## src/rtl/assert_macros.svh

```systemverilog
// assertion helpers shared by the rtl
`ifndef ASSERT_MACROS_SVH
`define ASSERT_MACROS_SVH

`ifndef SYNTH

// property that must hold at every clock edge outside reset
`define HCBD_ASSERT(label, clk, rst_n, prop) \
    label: assert property (@(posedge clk) disable iff (!rst_n) prop) \
        else $error("assertion failed");

// consequent must hold in the cycle after the antecedent
`define HCBD_ASSERT_NEXT(label, clk, rst_n, ante, cons) \
    label: assert property (@(posedge clk) disable iff (!rst_n) (ante) |=> (cons)) \
        else $error("assertion failed");

`else

`define HCBD_ASSERT(label, clk, rst_n, prop)
`define HCBD_ASSERT_NEXT(label, clk, rst_n, ante, cons)

`endif

`endif

```

## src/rtl/hcbd_pkg.sv

```systemverilog
`timescale 1ns / 1ps
`default_nettype none

package hcbd_pkg;

    localparam int COUNT_WIDTH_DEF = 32;
    localparam int HEX_BITS        = 4;

    localparam logic [7:0] CH_CR  = 8'h0D;
    localparam logic [7:0] CH_LF  = 8'h0A;
    localparam logic [7:0] CH_SP  = 8'h20;
    localparam logic [7:0] CH_TAB = 8'h09;

    typedef enum logic [2:0] {
        PH_SIZE,
        PH_EXT,
        PH_SIZE_LF,
        PH_DATA,
        PH_DATA_CR,
        PH_DATA_LF,
        PH_DONE
    } t_phase;

    typedef enum logic [1:0] {
        KIND_DATA,
        KIND_DONE,
        KIND_ERR
    } t_kind;

    // one raw body byte with its restart flag
    typedef struct packed {
        logic       start;
        logic [7:0] data;
    } t_item;

    // parser result, valid low when the byte gives nothing
    typedef struct packed {
        logic       valid;
        t_kind      kind;
        logic [7:0] data;
    } t_result;

    typedef struct packed {
        logic                ok;
        logic [HEX_BITS-1:0] val;
    } t_hex;

    function automatic t_hex hex_decode(input logic [7:0] c);
        t_hex h;
        h.ok  = 1'b1;
        h.val = '0;
        if (c >= "0" && c <= "9") begin
            h.val = 4'(c - 8'("0"));
        end else if (c >= "a" && c <= "f") begin
            h.val = 4'(c - 8'("a") + 8'd10);
        end else if (c >= "A" && c <= "F") begin
            h.val = 4'(c - 8'("A") + 8'd10);
        end else begin
            h.ok = 1'b0;
        end
        return h;
    endfunction

endpackage

`default_nettype wire

```

## src/rtl/http_chunked_body_decoder.sv

```systemverilog
// http chunked body decoder
// input channel: i_valid / o_ready carry one raw body byte (i_in_byte) per
// transaction; i_body_start marks the first byte of a new body and restarts
// the parser, that byte being parsed as the start of a size line
// output channel: o_valid / i_ready carry at most one result per input byte;
// o_kind is payload byte, body complete or framing error, o_data_byte holds
// the payload byte for payload results and zero otherwise
// size lines, extensions and the cr lf framing produce no result
// a byte taken into the input register is parsed from there and its result
// is presented from the result register
// throughput: one byte per cycle while results are taken, set by the single
// parse step between the input register and the result register; the chunk
// counter updates in the same step, so bytes follow back to back
// stall: while a result waits on i_ready the input register still fills once,
// then o_ready drops until the result is taken; nothing is lost
// after completion or an error bytes are swallowed until i_body_start
// reset: synchronous, active low; parser goes to the size line with zero count
`timescale 1ns / 1ps
`default_nettype none

module http_chunked_body_decoder #(
    parameter int COUNT_WIDTH = hcbd_pkg::COUNT_WIDTH_DEF
) (
    input  wire logic       i_clk,
    input  wire logic       i_rst_n,
    // input byte transaction
    input  wire logic       i_valid,
    output logic            o_ready,
    input  wire logic [7:0] i_in_byte,
    input  wire logic       i_body_start,
    // result transaction
    output logic            o_valid,
    input  wire logic       i_ready,
    output logic [1:0]      o_kind,
    output logic [7:0]      o_data_byte
);
    import hcbd_pkg::*;

    t_item   in_item;
    t_item   held_item;
    logic    held_valid;
    logic    fire;
    t_result res;

    assign in_item = '{start: i_body_start, data: i_in_byte};

    // the held byte is parsed once the result slot is free or being drained
    assign fire = held_valid && (!o_valid || i_ready);

    hcbd_in_reg u_in_reg (
        .i_clk   (i_clk),
        .i_rst_n (i_rst_n),
        .i_valid (i_valid),
        .o_ready (o_ready),
        .i_item  (in_item),
        .i_take  (fire),
        .o_valid (held_valid),
        .o_item  (held_item)
    );

    // chunk state and the one-byte parse step
    hcbd_parser #(
        .COUNT_WIDTH (COUNT_WIDTH)
    ) u_parser (
        .i_clk   (i_clk),
        .i_rst_n (i_rst_n),
        .i_fire  (fire),
        .i_item  (held_item),
        .o_res   (res)
    );

    hcbd_out_reg u_out_reg (
        .i_clk       (i_clk),
        .i_rst_n     (i_rst_n),
        .i_load      (fire),
        .i_res       (res),
        .i_ready     (i_ready),
        .o_valid     (o_valid),
        .o_kind      (o_kind),
        .o_data_byte (o_data_byte)
    );

endmodule

`default_nettype wire

```

## src/rtl/hcbd_in_reg.sv

```systemverilog
`timescale 1ns / 1ps
`default_nettype none

module hcbd_in_reg (
    input  wire logic           i_clk,
    input  wire logic           i_rst_n,
    input  wire logic           i_valid,
    output logic                o_ready,
    input  wire hcbd_pkg::t_item i_item,
    input  wire logic           i_take,
    output logic                o_valid,
    output hcbd_pkg::t_item     o_item
);
    import hcbd_pkg::*;

    logic  r_valid;
    t_item r_item;

    // open when empty or when the held byte moves on this cycle
    assign o_ready = !r_valid || i_take;
    assign o_valid = r_valid;
    assign o_item  = r_item;

    always_ff @(posedge i_clk) begin
        if (!i_rst_n) begin
            r_valid <= 1'b0;
        end else if (o_ready) begin
            r_valid <= i_valid;
        end
    end

    always_ff @(posedge i_clk) begin
        if (o_ready && i_valid) begin
            r_item <= i_item;
        end
    end

endmodule

`default_nettype wire

```

## src/rtl/hcbd_parser.sv

```systemverilog
`timescale 1ns / 1ps
`default_nettype none
`include "assert_macros.svh"

module hcbd_parser #(
    parameter int COUNT_WIDTH = hcbd_pkg::COUNT_WIDTH_DEF
) (
    input  wire logic            i_clk,
    input  wire logic            i_rst_n,
    input  wire logic            i_fire,
    input  wire hcbd_pkg::t_item i_item,
    output hcbd_pkg::t_result    o_res
);
    import hcbd_pkg::*;

    t_phase                 r_phase, n_phase;
    logic [COUNT_WIDTH-1:0] r_remaining, n_remaining;
    logic                   r_digit_seen, n_digit_seen;

    t_phase                 eff_phase;
    logic [COUNT_WIDTH-1:0] eff_remaining;
    logic                   eff_digit_seen;
    t_hex                   hex;
    logic                   size_ovf;
    logic                   is_blank;

    // a start flag restarts the size line before this byte is parsed
    assign eff_phase      = i_item.start ? PH_SIZE : r_phase;
    assign eff_remaining  = i_item.start ? '0 : r_remaining;
    assign eff_digit_seen = i_item.start ? 1'b0 : r_digit_seen;
    assign hex            = hex_decode(i_item.data);
    assign size_ovf       = |eff_remaining[COUNT_WIDTH-1 -: HEX_BITS];
    assign is_blank       = (i_item.data == CH_SP) || (i_item.data == CH_TAB);

    // next state
    always_comb begin
        n_phase      = eff_phase;
        n_remaining  = eff_remaining;
        n_digit_seen = eff_digit_seen;
        unique case (eff_phase)
            PH_SIZE: begin
                if (hex.ok) begin
                    if (size_ovf) begin
                        n_phase = PH_DONE;
                    end else begin
                        n_remaining  = {eff_remaining[COUNT_WIDTH-HEX_BITS-1:0], hex.val};
                        n_digit_seen = 1'b1;
                    end
                end else if (is_blank) begin
                    if (eff_digit_seen) begin
                        n_phase = PH_EXT;
                    end
                end else if (!eff_digit_seen || i_item.data == CH_LF) begin
                    n_phase = PH_DONE;
                end else if (i_item.data == CH_CR) begin
                    n_phase = PH_SIZE_LF;
                end else begin
                    n_phase = PH_EXT;
                end
            end
            PH_EXT: begin
                if (i_item.data == CH_CR) begin
                    n_phase = PH_SIZE_LF;
                end else if (i_item.data == CH_LF) begin
                    n_phase = PH_DONE;
                end
            end
            PH_SIZE_LF: begin
                n_phase = PH_DONE;
                if (i_item.data == CH_LF && eff_remaining != '0) begin
                    n_phase = PH_DATA;
                end
            end
            PH_DATA: begin
                n_remaining = eff_remaining - COUNT_WIDTH'(1);
                if (eff_remaining == COUNT_WIDTH'(1)) begin
                    n_phase = PH_DATA_CR;
                end
            end
            PH_DATA_CR: begin
                if (i_item.data != CH_CR) begin
                    n_phase = PH_DONE;
                end else begin
                    n_phase = PH_DATA_LF;
                end
            end
            PH_DATA_LF: begin
                if (i_item.data != CH_LF) begin
                    n_phase = PH_DONE;
                end else begin
                    n_phase      = PH_SIZE;
                    n_remaining  = '0;
                    n_digit_seen = 1'b0;
                end
            end
            default: begin
                // finished: bytes are dropped until a start flag
                n_phase = eff_phase;
            end
        endcase
    end

    // result of this byte
    always_comb begin
        o_res = '{valid: 1'b0, kind: KIND_DATA, data: 8'h00};
        unique case (eff_phase)
            PH_SIZE: begin
                if (hex.ok) begin
                    if (size_ovf) begin
                        o_res = '{valid: 1'b1, kind: KIND_ERR, data: 8'h00};
                    end
                end else if (!is_blank && (!eff_digit_seen || i_item.data == CH_LF)) begin
                    o_res = '{valid: 1'b1, kind: KIND_ERR, data: 8'h00};
                end
            end
            PH_EXT: begin
                if (i_item.data == CH_LF) begin
                    o_res = '{valid: 1'b1, kind: KIND_ERR, data: 8'h00};
                end
            end
            PH_SIZE_LF: begin
                if (i_item.data != CH_LF) begin
                    o_res = '{valid: 1'b1, kind: KIND_ERR, data: 8'h00};
                end else if (eff_remaining == '0) begin
                    o_res = '{valid: 1'b1, kind: KIND_DONE, data: 8'h00};
                end
            end
            PH_DATA: begin
                o_res = '{valid: 1'b1, kind: KIND_DATA, data: i_item.data};
            end
            PH_DATA_CR: begin
                if (i_item.data != CH_CR) begin
                    o_res = '{valid: 1'b1, kind: KIND_ERR, data: 8'h00};
                end
            end
            PH_DATA_LF: begin
                if (i_item.data != CH_LF) begin
                    o_res = '{valid: 1'b1, kind: KIND_ERR, data: 8'h00};
                end
            end
            default: begin
                // finished: no result
                o_res = '{valid: 1'b0, kind: KIND_DATA, data: 8'h00};
            end
        endcase
    end

    always_ff @(posedge i_clk) begin
        if (!i_rst_n) begin
            r_phase      <= PH_SIZE;
            r_remaining  <= '0;
            r_digit_seen <= 1'b0;
        end else if (i_fire) begin
            r_phase      <= n_phase;
            r_remaining  <= n_remaining;
            r_digit_seen <= n_digit_seen;
        end
    end

    `HCBD_ASSERT(a_data_count_live, i_clk, i_rst_n,
        (r_phase == PH_DATA) |-> (r_remaining != '0))
    `HCBD_ASSERT(a_done_silent, i_clk, i_rst_n,
        (i_fire && !i_item.start && r_phase == PH_DONE) |-> !o_res.valid)
    `HCBD_ASSERT_NEXT(a_last_data_byte, i_clk, i_rst_n,
        i_fire && !i_item.start && r_phase == PH_DATA && r_remaining == COUNT_WIDTH'(1),
        r_phase == PH_DATA_CR)

endmodule

`default_nettype wire

```

## src/rtl/hcbd_out_reg.sv

```systemverilog
`timescale 1ns / 1ps
`default_nettype none
`include "assert_macros.svh"

module hcbd_out_reg (
    input  wire logic              i_clk,
    input  wire logic              i_rst_n,
    input  wire logic              i_load,
    input  wire hcbd_pkg::t_result i_res,
    input  wire logic              i_ready,
    output logic                   o_valid,
    output logic [1:0]             o_kind,
    output logic [7:0]             o_data_byte
);
    import hcbd_pkg::*;

    logic  r_valid;
    t_kind r_kind;
    logic [7:0] r_data;

    assign o_valid     = r_valid;
    assign o_kind      = r_kind;
    assign o_data_byte = r_data;

    always_ff @(posedge i_clk) begin
        if (!i_rst_n) begin
            r_valid <= 1'b0;
        end else if (i_load) begin
            r_valid <= i_res.valid;
        end else if (i_ready) begin
            r_valid <= 1'b0;
        end
    end

    always_ff @(posedge i_clk) begin
        if (i_load && i_res.valid) begin
            r_kind <= i_res.kind;
            r_data <= i_res.data;
        end
    end

    `HCBD_ASSERT(a_data_zero, i_clk, i_rst_n,
        (r_valid && r_kind != KIND_DATA) |-> (r_data == 8'h00))
    `HCBD_ASSERT(a_no_overwrite, i_clk, i_rst_n,
        (r_valid && !i_ready) |-> !i_load)

endmodule

`default_nettype wire

```

## config.mk

```make
export PLATFORM = sky130hd
export DESIGN_NAME = http_chunked_body_decoder
export DESIGN_NICKNAME = d
export VERILOG_FILES = /design/src/rtl/hcbd_pkg.sv /design/src/rtl/http_chunked_body_decoder.sv /design/src/rtl/hcbd_in_reg.sv /design/src/rtl/hcbd_parser.sv /design/src/rtl/hcbd_out_reg.sv
export VERILOG_INCLUDE_DIRS = /design/src /design/src/rtl
export SDC_FILE = /design/constraint.sdc
export NUM_CORES = 1
export LEC_CHECK = 0
export ABC_AREA = 1
export BUFFER_PORTS_ARGS = -buffer_cell sky130_fd_sc_hd__buf_4
export CAP_MARGIN = 10
export CORE_AREA = 2 2 114 116
export CTS_CLUSTER_DIAMETER = 50
export DETAILED_ROUTE_END_ITERATION = 16
export DIE_AREA = 0 0 116 118
export GPL_ROUTABILITY_DRIVEN = 1
export SYNTH_ARGS = -nofsm -noshare
export SYNTH_HDL_FRONTEND = slang
export SYNTH_SLANG_ARGS = --single-unit
```

## constraint.sdc

```tcl
create_clock -name i_clk -period 6.85 [get_ports i_clk]
set_input_delay 0 -clock i_clk [delete_from_list [all_inputs] [get_ports i_clk]]
set_output_delay 0 -clock i_clk [all_outputs]
set_load 0.01 [all_outputs]
```

After elaboration in Yosys (flattened, before gate mapping)

Index checks and enable logic that the tools add are counted.

Muxes and demuxes: 41
Shift-type cells: 0
$lt $le $gt $ge: 6
Equal/unequal tests: 12
Div/mod/pow operators: 0
Reduce and logical (&&, ||, !) cells: 21
Bitwise logic cells: 0
Multiply operators: 0
Add/sub/neg operators: 6

Operators by type and width:

| cell                                                                             | count |
|---|---|
| 32-bit two-way mux                                                               | 4 |
| 32-bit one-hot mux with 3 select lines                                           | 1 |
| 11-bit two-way mux                                                               | 8 |
| 11-bit one-hot mux with 6 select lines                                           | 1 |
| 3-bit two-way mux                                                                | 11 |
| 32-bit by 1-bit equality test with 1-bit output, second input constant           | 1 |
| 32-bit logical NOT                                                               | 1 |
| 32-bit nonzero test                                                              | 1 |
| 32-bit by 1-bit subtractor with 32-bit output, second input constant             | 1 |
| 8-bit by 4-bit equality test with 1-bit output, second input constant            | 3 |
| 3-bit one-hot mux with 6 select lines                                            | 1 |
| 8-bit by 7-bit >= comparator with 1-bit output, second input constant            | 2 |
| 8-bit by 7-bit less-or-equal comparator with 1-bit output, second input constant | 2 |
| 8-bit by 4-bit inequality test with 1-bit output, second input constant          | 2 |
| 4-bit two-way mux                                                                | 3 |
| 4-bit by 1-bit subtractor with 4-bit output, second input constant               | 3 |
| 1-bit two-way mux                                                                | 9 |
| 4-bit adder, second input constant                                               | 2 |
| 8-bit by 6-bit equality test with 1-bit output, second input constant            | 1 |
| 8-bit by 6-bit >= comparator with 1-bit output, second input constant            | 1 |
| 8-bit by 6-bit less-or-equal comparator with 1-bit output, second input constant | 1 |
| 1-bit logical AND                                                                | 8 |
| 3-bit by 2-bit equality test with 1-bit output, second input constant            | 2 |
| 3-bit equality test, second input constant                                       | 2 |
| other kinds (8)                                                                  | 15 |

Memories: 0
Bits in read-only memories: 0
Flip-flop bits (word level): 57
Bits in latches: 0
Memory bits (writable): 0
Bits of input ports: 13

Longest topological paths before layout

Depth in word-level cells: 8
Mapped depth: 14
Gate-level depth less buffers: 13

Modules after synthesis

Synthesis repeated with hierarchy kept, for this count alone.

Cells, all modules: 708
Area total of the unflattened synthesis: 4379.2 sq um

Modules (own cells, without submodules):

| module                    | instances | sequential area each (sq um) | cells an instance | area an instance (sq um) |
|---|---|---|---|---|
| hcbd_parser               | 1         | 720.7                        | 672               | 3693.5 |
| hcbd_out_reg              | 1         | 320.3                        | 17                | 347.8 |
| hcbd_in_reg               | 1         | 290.3                        | 16                | 321.6 |
| http_chunked_body_decoder | 1         | 0.0                          | 3                 | 16.3 |

Worst setup path before layout

No wires, ideal clock.

Path kind: flip-flop to flip-flop
Start: register u_in_reg.r_item, in the netlist u_in_reg.o_item[8]
End: register u_out_reg.r_data[0], in the netlist u_out_reg.o_data_byte[0], enable pin
Cell stages (with the launch flop): 13
Data required time: 6.516 ns
Path slack: 4.654 ns
Path buffers: 1
Data arrival time: 1.862 ns
Path through: edfxtp_1 inv_2 buf_6 nand2_1 ha_1 inv_1 nor2_2 nand2_2 nor2_4 nand3_2 nand2_1 o21bai_1 inv_1

Longest elaborated chain between the ends: 8
Elaborated cells on any way between the ends: 21

RTL lines:

| element                                                                    | line               | source |
|---|---|---|
| start, declared                                                            | hcbd_in_reg.sv:17  | `t_item r_item;` |
| start signal, assigned                                                     | hcbd_in_reg.sv:34  | `r_item <= i_item;` |
| parallel branches: the longest is 6 deep, another holds 32-bit two-way mux | -                  |  |
| 11-bit one-hot mux with 6 select lines (*)                                 | hcbd_parser.sv:106 | `unique case (eff_phase)` |
| 1-bit logical AND (*)                                                      | hcbd_out_reg.sv:36 | `if (i_load && i_res.valid) begin` |
| end signal, assigned                                                       | hcbd_out_reg.sv:38 | `r_data <= i_res.data;` |
| end, declared                                                              | hcbd_out_reg.sv:19 | `logic [7:0] r_data;` |

Every way passes the cells marked *.
A chain may end at the register's enable or synchronous reset.

Worst setup path in the final report

Start: register u_in_reg.r_item, in the netlist u_in_reg.o_item[8]
End: register u_parser.r_remaining[4]

Longest elaborated chain between the ends: 5
Elaborated cells on any way between the ends: 11

RTL lines:

| element                                                                                               | line               | source |
|---|---|---|
| parallel branches: the longest is 4 deep, another holds 32-bit by 1-bit subtractor with 32-bit output | -                  |  |
| 32-bit one-hot mux with 3 select lines (*)                                                            | hcbd_parser.sv:40  | `unique case (eff_phase)` |
| end signal, assigned                                                                                  | hcbd_parser.sv:155 | `r_remaining <= n_remaining;` |
| end, declared                                                                                         | hcbd_parser.sv:17  | `logic [COUNT_WIDTH-1:0] r_remaining, n_remaining;` |

Marked as above.

==> impl_results.md <==
* Chip width at ~120 um
* Startpoint class of the critical path: register
* Post-CTS repair timing setup buffer count at 0
* Worst setup path end: u_parser.r_remaining[4]
* GRT Resource Usage Total at about 18%
* Deepest level of the CTS H-tree at 3
* Critical path launch point: u_in_reg.o_item[8]
* Share of synthesized flip-flops with an asynchronous set or reset at 0%
* I/O Pins at 25
* Worst-path cell with the longest stage delay: sky130_fd_sc_hd__inv_2
* Sum of buffers and inverters on the critical path at 3
* Run status: finished, final reports clean
* Die ar. at around 14000 um2
* Core area at roughly 12000 um2
* Worst-skew pair later-pin latency at 0.34 ns
* Transition time at the pin with the least slew margin at approximately 1.1 ns
* Vias post-DR at 4358
* Initial antenna violation count at 0
* Setup CP Type: reg -> reg
* Count of max-cap constraint violations at 0
* Met1 WL at 5650 um
* Length of routed met2 wiring at approximately 5500 um
* Initial DRT Pass Iterations at 5
* Clock-pin slew of the registers on the worst-case setup and hold paths at approximately 0.06 ns
* Setup Skew at around 0.0088 ns
* Syn-to-layout area delta at 16.0%
* Uppermost routed layer: met4
* Number of nets with antenna violations after detailed routing at 0
* Sinks on Clock Net at 57
* Total number of nets in the final design at around 700
* Final setup violation count at 0
* End of the worst register-to-register path: u_parser.r_remaining[4]
* Count of flip-flops with a built-in enable after synthesis at 19
* Max incr delay on CP at 0.86 ns
* DPL Wire Length at 8030 um
* Setup repair after global routing missed its margin: false
* Arrival time reported for the critical path endpoint at 3.72 ns
* Cell Chain, Critical Path: inv_2, nand2_4, inv_2, nand3_1, buf_4, nand3_1, nand2_1, a21oi_4, o21ai_0, a21oi_1, nor2_1
* Slew headroom at around a quarter
* DRC violations left at 0
* Maximum clock insertion buffer count at 2
* Final hold violations at 0
* Clock root cell: sky130_fd_sc_hd__clkbuf_16
* Critical Path Sink Type: register
* Gate Count Post-Synth at about 660
* Weighted congestion reported at the end of routability-driven placement at just under 0.9
* RR Startpoint: u_in_reg.o_item[8]
* Number of global-route vias before repair at between 4000 and 5000
* Sequential share of the synthesized area at around 31%
* Largest net degree at the start of global routing at 39
* Filler cell count at ~1400
* Die boundary height at around 120 um
* Initial core utilization at about a third
* Synthesized cell area at between 4000 and 5000 um2
* Largest vdd supply drop at about 110 uV
* Final hold slack at ~0.1 ns
* Nets in the synthesized netlist at 677
* Number of buffers created by CTS at 9
* Via density per instance at between 5 and 6
* Total stage count of the critical path at 11
* Max-slew violation count at 0
* Required time of the critical path at slightly above 7 ns
* Ratio of cells with drive above 1 in the final layout at between 15 and 20%
* Area used by multi-input combinational logic at between 2000 and 3000 um2
* Final standard cell utilization of the core at 40.0%
* Power Dens Cells at approximately 220 nW/um2
* Avg Synthesized Cell Area at around 6.5 um2
* Number of distinct library cells after synthesis at 36
* FF+latch count, synth at 57
* Wirelength, routed at approximately 12000 um
* Routed length per placed instance at 13.6 um
* Share of the clock period used by the worst path at roughly half
* DRC violation total after the first TritonRoute iteration at between 200 and 300
* Count of buffers from port buffering at 24
* Predominant post-synthesis flop cell: sky130_fd_sc_hd__dfxtp_1
* Number of standard-cell rows in the floorplan at 41
* Global-route wire length before repair at ~20000 um
* Reg area at approximately 1300 um2
* Class of the tightest hold or removal check: in -> reg
* Clock tree from TritonCTS: yes
* Sum of met3 wire segment lengths after detailed routing at between 400 and 500 um
* Worst reg-to-reg setup slack at 3.36 ns
* Reg2Reg Depth at 11
* Diode count at 0
* CP top delay family: buffers and inverters
* Total power after layout at between 1000 and 1500 uW
* Maximum fanout along the worst path at 38
* Static power due to leakage at 0.00238 uW
* Maximum frequency from static timing analysis at ~290 MHz
* TNS Setup at 0 ns
* Clock period minus final worst setup slack at 3.49 ns
* Remaining Overflow, GRT at 0
* Total number of yosys warnings at 0
[synth_stat cells (2+ instances only)]
cell type,n,area (um2)
sky130_fd_sc_hd__buf_4,3,22.5
sky130_fd_sc_hd__xor2_1,2,17.5
sky130_fd_sc_hd__nor2_1,96,360
sky130_fd_sc_hd__clkbuf_1,8,30.0
sky130_fd_sc_hd__nor3_1,10,50.1
sky130_fd_sc_hd__a31oi_1,9,56.3
sky130_fd_sc_hd__nor4_1,2,12.5
sky130_fd_sc_hd__ha_1,5,62.6
sky130_fd_sc_hd__a21oi_1,35,175
sky130_fd_sc_hd__a21oi_2,5,43.8
sky130_fd_sc_hd__nand2_1,147,552
sky130_fd_sc_hd__nor3_2,4,40.0
sky130_fd_sc_hd__buf_2,9,45.0
sky130_fd_sc_hd__buf_6,3,33.8
sky130_fd_sc_hd__nand2_4,12,135
sky130_fd_sc_hd__nor2_4,5,56.3
sky130_fd_sc_hd__o21bai_1,3,22.5
sky130_fd_sc_hd__o31ai_1,2,15.0
sky130_fd_sc_hd__dfxtp_1,38,761
sky130_fd_sc_hd__nand2_2,22,138
sky130_fd_sc_hd__o21ai_1,9,45.0
sky130_fd_sc_hd__nand3_2,3,30.0
sky130_fd_sc_hd__inv_1,67,251
sky130_fd_sc_hd__edfxtp_1,19,571
sky130_fd_sc_hd__nand3b_1,3,22.5
sky130_fd_sc_hd__o21ai_0,64,320
sky130_fd_sc_hd__nand3_1,41,205
sky130_fd_sc_hd__inv_2,8,30.0
sky130_fd_sc_hd__nor2_2,12,75.1
sky130_fd_sc_hd__nand4_1,7,43.8
[worst min path at each step]
| stage | from | to | slack [ns] | depth (start not counted) |
|---|---|---|---|---|
| after global placement | i_in_byte[5] | u_in_reg.o_item[5] | 0.18 | 1 |
| after CTS | i_rst_n | u_parser.r_remaining[31] | 0.1 | 3 |
| after floorplan | i_in_byte[0] | u_in_reg.o_item[0] | 0.1 | 0 |
| after detailed placement | i_in_byte[1] | u_in_reg.o_item[1] | 0.18 | 1 |
| after global routing | i_rst_n | u_parser.r_remaining[21] | 0.12 | 3 |
| final | i_rst_n | u_parser.r_remaining[31] | 0.10 | 3 |
[state kept, by name, indices dropped and copies added (netlist names)]
name / count
u_parser.r_remaining: 32
u_in_reg.o_item: 9
u_out_reg.o_data_byte: 8
u_parser.r_phase: 3
u_out_reg.o_kind: 2
u_in_reg.o_valid: 1
u_out_reg.o_valid: 1
u_parser.r_digit_seen: 1
[area by class of cell]
type	instances	area share, %
Tap cell	172	4.33
Sequential cell	57	26.8
Clock buffer	9	4.53
Inverter	75	5.67
Clock inverter	7	1.61
Timing Repair Buffer	39	6.45
Multi-Input combinational cell	502	50.6
[worst register-to-register path: stages (launching register included)]
cell	delay [ns]
sky130_fd_sc_hd__edfxtp_1	0.47
sky130_fd_sc_hd__inv_2	0.86
sky130_fd_sc_hd__nand2_4	0.15
sky130_fd_sc_hd__inv_2	0.13
sky130_fd_sc_hd__nand3_1	0.29
sky130_fd_sc_hd__buf_4	0.37
sky130_fd_sc_hd__nand3_1	0.18
sky130_fd_sc_hd__nand2_1	0.13
sky130_fd_sc_hd__a21oi_4	0.44
sky130_fd_sc_hd__o21ai_0	0.17
sky130_fd_sc_hd__a21oi_1	0.16
sky130_fd_sc_hd__nor2_1	0.05
[placed cells by master (no fill, tap or decap), types with 2 or more instances in the layout]
master / n
sky130_fd_sc_hd__edfxtp_1: 19
sky130_fd_sc_hd__nand2_4: 12
sky130_fd_sc_hd__nand2_2: 22
sky130_fd_sc_hd__inv_2: 8
sky130_fd_sc_hd__nand4_1: 7
sky130_fd_sc_hd__nand2_1: 147
sky130_fd_sc_hd__nor3_1: 10
sky130_fd_sc_hd__nor4_1: 2
sky130_fd_sc_hd__ha_1: 5
sky130_fd_sc_hd__dlygate4sd3_1: 11
sky130_fd_sc_hd__nor2_4: 5
sky130_fd_sc_hd__a21oi_1: 35
sky130_fd_sc_hd__o21ai_0: 64
sky130_fd_sc_hd__inv_1: 67
sky130_fd_sc_hd__a31oi_1: 9
sky130_fd_sc_hd__xor2_1: 2
sky130_fd_sc_hd__nand3_2: 3
sky130_fd_sc_hd__nand3b_1: 3
sky130_fd_sc_hd__o21ai_1: 9
sky130_fd_sc_hd__clkbuf_16: 9
sky130_fd_sc_hd__nand3_1: 41
sky130_fd_sc_hd__o21bai_1: 3
sky130_fd_sc_hd__a21oi_2: 5
sky130_fd_sc_hd__clkinv_4: 3
sky130_fd_sc_hd__o31ai_1: 2
sky130_fd_sc_hd__clkinvlp_4: 2
sky130_fd_sc_hd__dfxtp_1: 38
sky130_fd_sc_hd__nor2_2: 12
sky130_fd_sc_hd__nor3_2: 4
sky130_fd_sc_hd__buf_4: 28
sky130_fd_sc_hd__nor2_1: 96
[metal layers]
metal	GRT usage (%)	vias up
met5	0	-
met4	6.92	0
met3	3.24	10
met2	28.2	89
met1	23.8	2062
li1	-	2197
[kinds of logic (layout without fill, tap and decap cells)]
logic type,after synthesis,count (layout),synth area share (%)
buf+inv,100,130,10.2
simple gates,365,365,40.3
fa+ha+maj,5,5,1.46
compound gates,130,130,16.5
flops,57,57,31.1
xor+xnor,2,2,0.409
[timing repair]
action,4_1_cts,5_1_grt
hold endpoints to repair,11,0
hold buffers,11,0
gates resized for setup,0,0
[through the flow]
stage,setup slack [ns],std cells,area (um2)
CTS,3.37,861,4970
global route,3.06,861,4970
detailed placement,3.40,834,4550
finish,3.36,861,4970
global placement,3.51,834,4550
floorplan,4.65,659,4280
[power by group]
group	internal (uW)	total [uW]	switching (uW)	leakage (uW)
logic	78.6	249	170	0.00175
clock network	284	461	177	0.000142
registers	373	390	16.3	0.000490
No activity file was read; power rests on OpenSTA's default activity.
